<file path="src/rtl/core/plob_ram.sv">
// ----------------------------------------------------------------------------
// plob_ram
// Generic simple dual-port RAM, one write and one registered read per cycle.
// ----------------------------------------------------------------------------
module plob_ram #(
  parameter int WIDTH = 8,
  parameter int DEPTH = 16
) (
  input  logic                     clk,
  input  logic                     we,
  input  logic [$clog2(DEPTH)-1:0] waddr,
  input  logic [WIDTH-1:0]         wdata,
  input  logic [$clog2(DEPTH)-1:0] raddr,
  output logic [WIDTH-1:0]         rdata
);

  logic [WIDTH-1:0] mem [DEPTH];

  always_ff @(posedge clk) begin
    if (we) begin
      mem[waddr] <= wdata;
    end
    rdata <= mem[raddr];
  end

endmodule

</file>
<file path="config.mk">
export PLATFORM = sky130hd
export DESIGN_NAME = plob_ram
export DESIGN_NICKNAME = d
export VERILOG_FILES = /design/src/rtl/core/plob_ram.sv
export SDC_FILE = /design/constraint.sdc
export NUM_CORES = 1
export LEC_CHECK = 0
export ABC_AREA = 1
export BUFFER_PORTS_ARGS = -buffer_cell sky130_fd_sc_hd__buf_4
export CORE_MARGIN = 2
export CORE_UTILIZATION = 30
export CTS_CLUSTER_DIAMETER = 40
export DETAILED_ROUTE_END_ITERATION = 12
export GPL_TIMING_DRIVEN = 0
export HOLD_SLACK_MARGIN = 0.03
export PLACE_DENSITY = 0.54
export SYNTH_ARGS = -nofsm -noshare
export SYNTH_HDL_FRONTEND = slang
export SYNTH_SLANG_ARGS = --single-unit
</file>
<file path="constraint.sdc">
create_clock -name clk -period 1.8 [get_ports clk]
set_input_delay 0.18 -clock clk [delete_from_list [all_inputs] [get_ports clk]]
set_output_delay 0.18 -clock clk [all_outputs]
set_load 0.02 [all_outputs]
</file>
# Word level (Yosys, flattened, before mapping)
# Memory sizes are Yosys's and may differ from the RTL's. A register that Yosys moved wholly into a read port is not among the register bits.
# Index checks and enable logic that the tools add are counted.
# op_classes
muxes,2
# ops
cell,count
2-to-1 mux 1 bit,2
# word_totals
ff_bits,0
ramBits,128
n_memories,1
# memory_table
memory,depth,width,read_ports,rd_ports_with_merged_regs,wr,line,source
mem,16,8,1,1,1,17,logic [WIDTH-1:0] mem [DEPTH];

# Longest topological paths before layout
# Gate-level depths: netlist of run 1.
# depth
ltp_word,2
mapped_depth,8

# Least setup slack after synthesis of run 1
# Ideal clock, no wire load.
# synth_path
kind,input port to flip-flop
from,input port waddr[2]
to,memory mem[10][0] (enable)
setup_ns,0.370
t_arrival_ns,0.761
required_ns,1.430
path_slack_ns,0.669
stages,2
n_path_buf,0
path_cell_list,nand3b_1 > nor2_1
# synth_lines
element,line,source
"start, declared",11,"input logic [$clog2(DEPTH)-1:0] waddr,"
"end, declared",17,
# No word-level cell before the write port.

# Worst setup path after layout of run 1
# layout_path
from,input port waddr[3]
to,memory mem[7][5] (enable)
# No word-level cell before the write port.

==> results of run 1 <==
## final timing paths
kind	from	endpoint	slack [ps]	cells past startpoint
setup / recovery	waddr[3]	mem[7][5]	510	3
hold / removal	wdata[1]	mem[7][1]	130	1
setup reg to reg	mem[6][0]	rdata[0]	760	6
hold reg to reg	mem[12][7]	rdata[7]	700	6
## power by group
group | internal [W] | switching [W] | total (W)
sequential | 0.00354 | 0.0000195 | 0.00356
combinational | 0.000157 | 0.000348 | 0.000505
clock | 0.00196 | 0.00126 | 0.00322
## critical path: cells and delay by family
family | cells | cell delay [ps]
and+or+nand+nor | 2 | 1020
buffers and inverters | 1 | 120
## cell type report
cell class              instances  area, um^2
well taps                     234         293
multi-input cells             289        1210
repair buffers                 22         165
clock buffers                  23         468
plain buffers                  24         166
fillers                      1856       12000
flip-flops and latches        136        4000
inverters                     102         383
clock inverters                 9        77.6
## metal layers
layer,global-route usage [%],vias up,routed length (um)
met2,22.3,116,6550
met5,0,-,0
li1,-,1859,-
met1,19.6,1778,6590
met4,6.20,0,329
met3,3.05,19,686
## cells in the mapped netlist
cell      count  share of area [%]
nand2_1     173                 11
edfxtp_1    128                 67
inv_1       100                6.5
nand3_1      97                8.4
nor2_1       17                1.1
buf_2        13                1.1
dfxtp_1       8                2.8
buf_6         6                1.2
buf_4         4               0.52
inv_2         2               0.13
nand3b_1      2               0.26
buf_1         1              0.065
## stage by stage
stage | utilization, % | cell area [um^2] | instances | hold WS [ps] | power, W
final | 36.1 | 6770 | 839 | 125 | 0.00729
after global routing | 36.1 | 6770 | 839 | 129 | 0.00751
after CTS | 36.1 | 6770 | 839 | 115 | 0.00731
after detailed placement | 33.2 | 6220 | 807 | 548 | 0.00413
after global placement | 33.2 | 6220 | 807 | 534 | 0.00412
after floorplan | - | 5770 | 551 | 279 | 0.00390
## flip-flops by register name, summed over array words and instances (netlist names)
signal / cells
mem: 128
rdata: 8
## logic make-up after synthesis
logic type,Yosys count,share of synthesized area [%]
flops,136,69.4
buf+inv,126,9.52
simple gates,289,21.0
==> impl_results.md, run 1 <==
* Pre-CTS setup slack at 96.5 ps
* Critical path required time at 1840 ps
* Die Area at 20300 um^2
* Largest net degree at the start of global routing at 17
* IO buf count at 22
* Crit start category: input port
* Total Negative Setup Slacks at 0 ps
* Distinct cell type count after synthesis at 12
* Largest stage delay, worst path at 720 ps
* Status: complete, no violations
* RSZ-0062 raised after global routing: no
* Via-per-instance ratio at 4.50
* Iteration-0 DRC count of the detailed router at 362
* Layout cells sized above 1 at 12.4%
* Vias in the first global route at 3566
* Maximum vdd drop at 0.000649 V
* Routed WL per cell at 16.9 um
* CTS Sinks at 136
* Final Hold Vio Count at 0
* Drt total wl at 14200 um
* Hpwl dp at 9500 um
* Kind of critical path: in2reg
* Final worst slack at 513 ps
* Warnings, synthesis at 0
* Most common cell after layout, fill and taps aside: nand2_1
* Post-synthesis cell area at 5770 um^2
* Mapped Cells at 551
* Period utilization at 71.5%
* RePlAce Congestion at 0.899
* Root Driver: clkbuf_16
* Total gr overflow at 0
* Achievable frequency at 0.777 GHz
* CP max stage cell: nor2_1
* Worst-path clk slew at 60 ps
* Max-slew headroom at 43.4%
* #FFs+latches synth at 136
* Worst EP arrival at 1320 ps
* GR Util All Layers at 14.4%
* Hold crit path type: in2reg
* Crit path time final at 1290 ps
* Starting Density at 30.7%
* Clk_skew at 4.32 ps
* First-pass iteration count of the detailed router at 5
* Area delta synth->final at 17.4%
* Most frequent cells in the layout: nand2_1 (173), edfxtp_1 (128), inv_1 (100), nand3_1 (97), buf_4 (26)
* CTS tree: built
* # IOs at 26
* Max_cap viols at 0
* Antenna Nets Post-Route at 0
* DR DRC count at 0
* Post-CTS setup buffers at 0
* Die X at 143 um
* Hold buffers post-CTS at 0
* Critical Path Fanout Max at 8
* Initial antenna violation count at 0
* Die height at 143 um
* Num CTS Buffers at 17
* Post-CTS sizing at 0
* CTS H-tree depth at 4
* Clk_lat worst skew at 410 ps
* Slew @ Worst Pin at 845 ps
* Layout net count at 610
* Final setup vio count at 0
* CTS Buffer Depth at 2
* First-pass GRT wire length at 21000 um
* Leakage dissipation at 2.89 nW
* Post-Syn Nets at 569
* Via count at 3772
* Row count at 50
* Fin. max-slew vios at 0
* Crit path cell chain: buf_4 > nand3b_1 > nor2_1
* Mean post-synth cell area at 10.5 um^2
* Ant. Diodes at 0
* Post-synthesis sequential area ratio at 69.4%
* CP endpoint kind: flip-flop
* Area of the core at 18800 um^2
* Power Density at 1080 nW/um^2
No activity file was read; power rests on OpenSTA's default activity.
==> inputs of run 2 (changes only) <==
==> constraint.sdc (replaced) <==
create_clock -name clk -period 1.2 [get_ports clk]
set_input_delay 0.12 -clock clk [delete_from_list [all_inputs] [get_ports clk]]
set_output_delay 0.12 -clock clk [all_outputs]
set_load 0.02 [all_outputs]
==> impl_results.md, run 2 (synthesis gave the netlist of run 1 again) <==
* Util after Layout at 36.1% (+0.053 points)
* P_sw at 0.00244 W (+49%)
* Achievable frequency at 0.900 GHz
* GR Util All Layers at 14.4% (unchanged)
* Hold Path End: mem[11][5]
* CP endpoint kind: flip-flop
* Worst reg2reg path endpoint: rdata[0]
* Power Density at 1610 nW/um^2 (+50%)
* Crit path cell chain: buf_4 > nand3b_1 > nor2_1
* Area of the core at 18800 um^2 (unchanged)
* Vias in the first global route at 3566 (unchanged)
* Kind of critical path: in2reg
* Antenna Nets Post-Route at 0 (unchanged)
* Worst-path clk slew at 60 ps (about the same)
* Flop2flop setup slack at 160 ps (-600 ps)
* Most frequent cells in the layout: nand2_1 (173), edfxtp_1 (128), inv_1 (100), nand3_1 (97), buf_4 (26)
* Layout net count at 610 (unchanged)
* Hold crit path type: in2reg
* Regs by FF count: mem (128), rdata (8)
* Routed WL per cell at 16.8 um (-0.26%)
* Iteration-0 DRC count of the detailed router at 367 (+1.4%)
* Max_cap viols at 0 (unchanged)
* Area delta synth->final at 17.6%
* Pre-CTS setup slack at -443 ps (-540 ps)
* Largest net degree at the start of global routing at 17 (unchanged)
* Leakage dissipation at 2.89 nW (about the same)
* Via count at 3771 (-0.027%)
* Critical Path Fanout Max at 8 (unchanged)
* Most flop-heavy register: mem
* Initial antenna violation count at 0 (unchanged)
* # IOs at 26 (unchanged)
* Status: complete, no violations
* Num CTS Buffers at 17 (unchanged)
* RSZ-0062 raised after global routing: no
* Flop pwr share at 48.9% (about the same)
* Die height at 143 um (unchanged)
* RePlAce Congestion at 0.899 (unchanged)
* Maximum vdd drop at 0.000971 V (+50%)
* Crit path time final at 1110 ps
* DR DRC count at 0 (unchanged)
* Row count at 50 (unchanged)
* Combinational Power Share at 7.0% (about the same)
* Final Hold Vio Count at 0 (unchanged)
* Ant. Diodes at 0 (unchanged)
* Final setup vio count at 0 (unchanged)
* Switching share of power at 22.3% (-0.059 points)
* Total gr overflow at 0 (unchanged)
* Drt total wl at 14100 um (-0.26%)
* Fin. max-slew vios at 0 (unchanged)
* Final worst slack at 88.4 ps (-425 ps)
* IO buf count at 22 (unchanged)
* Layout cells sized above 1 at 13.1% (+0.66 points)
* Max-slew headroom at 44.4% (+0.94 points)
* Clk_lat worst skew at 410 ps (about the same)
* Hold Path Depth at 1 (unchanged)
* Hpwl dp at 9500 um (unchanged)
* R2R cell count at 6 (unchanged)
* First-pass GRT wire length at 21000 um (unchanged)
* Via-per-instance ratio at 4.49 (about the same)
* Crit start category: input port
* Largest stage delay, worst path at 640 ps (-80 ps)
* Hold_sp: wdata[5]
* CP max stage cell: nor2_1
* Worst EP arrival at 1160 ps (-160 ps)
* Die X at 143 um (unchanged)
* Internal power at 0.00848 W (+50%)
* Die Area at 20300 um^2 (unchanged)
* Root Driver: clkbuf_16
* CTS H-tree depth at 4 (unchanged)
* Slew @ Worst Pin at 831 ps (-14.1 ps)
* RR Startpoint: mem[6][0]
* Clock share of power at 44.1% (about the same)
* Period utilization at 92.6%
* Most common cell after layout, fill and taps aside: nand2_1
* First-pass iteration count of the detailed router at 5 (unchanged)
* CTS Buffer Depth at 2 (unchanged)
* Critical path required time at 1250 ps (-590 ps)
* Starting Density at 30.7% (unchanged)
* Clk_skew at 6.66 ps (+2.34 ps)
* Max FFs per register at 128 (unchanged)
* CTS Sinks at 136 (unchanged)
* CTS tree: built
-- run 2: cell counts in the layout (fill, tap and decap cells not counted) --
No cell type changed its count.
-- run 2: worst max-delay path by stage --
stage,cells past startpoint,to,startpoint
after floorplan,2,mem[10][0],waddr[2]
after global placement,3,mem[7][7],waddr[3]
after detailed placement,3,mem[7][2],waddr[3]
after CTS,3,mem[6][5],waddr[3]
after global routing,4,mem[13][1],waddr[1]
final,3,mem[9][1],waddr[2]
-- run 2: layer usage --
layer | track usage [%] | up-vias | part of all wire, %
met5 | 0 | - | 0
li1 | - | 1861 | -
met2 | 22.3 | 110 | 46
met4 | 6.20 | 0 | 2.4
met3 | 3.05 | 20 | 4.6
met1 | 19.6 | 1780 | 47
-- run 2: area by class of cell --
| class | count | area [um^2] |
|---|---|---|
| Timing Repair Buffer | 22 | 165 |
| Multi-Input combinational cell | 289 | 1220 |
| Clock inverter | 9 | 77.6 |
| Clock buffer | 23 | 468 |
| Fill cell | 1851 | 12000 |
| Sequential cell | 136 | 4000 |
| Inverter | 102 | 383 |
| Tap cell | 234 | 293 |
| Buffer | 24 | 166 |
-- run 2: critical path: cells and delay by family --
kind | cells | cell delay, ps
buffers and inverters | 1 | 120
and+or+nand+nor | 2 | 920
-- run 2: power by group through the flow --
| stage | Combinational, W | Sequential, W | Clock, W |
|---|---|---|---|
| final | 0.000760 | 0.00534 | 0.00482 |
| after global routing | 0.000824 | 0.00535 | 0.00510 |
| after CTS | 0.000759 | 0.00534 | 0.00487 |
| after detailed placement | 0.000754 | 0.00544 | 0 |
| after global placement | 0.000746 | 0.00544 | 0 |
| after floorplan | 0.000375 | 0.00547 | 0 |
-- run 2: stage by stage --
step,cell area (um^2),setup TNS [ps],hold slack [ps],cells,power [W]
5_1_grt,6780,0,68.6,839,0.0113
3_5_place_dp,6220,-36740,488,807,0.00620
6_report,6780,0,65.3,839,0.0109
3_3_place_gp,6220,-33630,474,807,0.00618
4_1_cts,6770,0,54.9,839,0.0110
2_1_floorplan,5770,0,219,551,0.00585
-- run 2: repair_timing --
action                     in CTS  in global routing
setup endpoints to repair       8                 16
resized for setup               1                  3
hold buffers                    0                  0
setup buffers                   0                  0
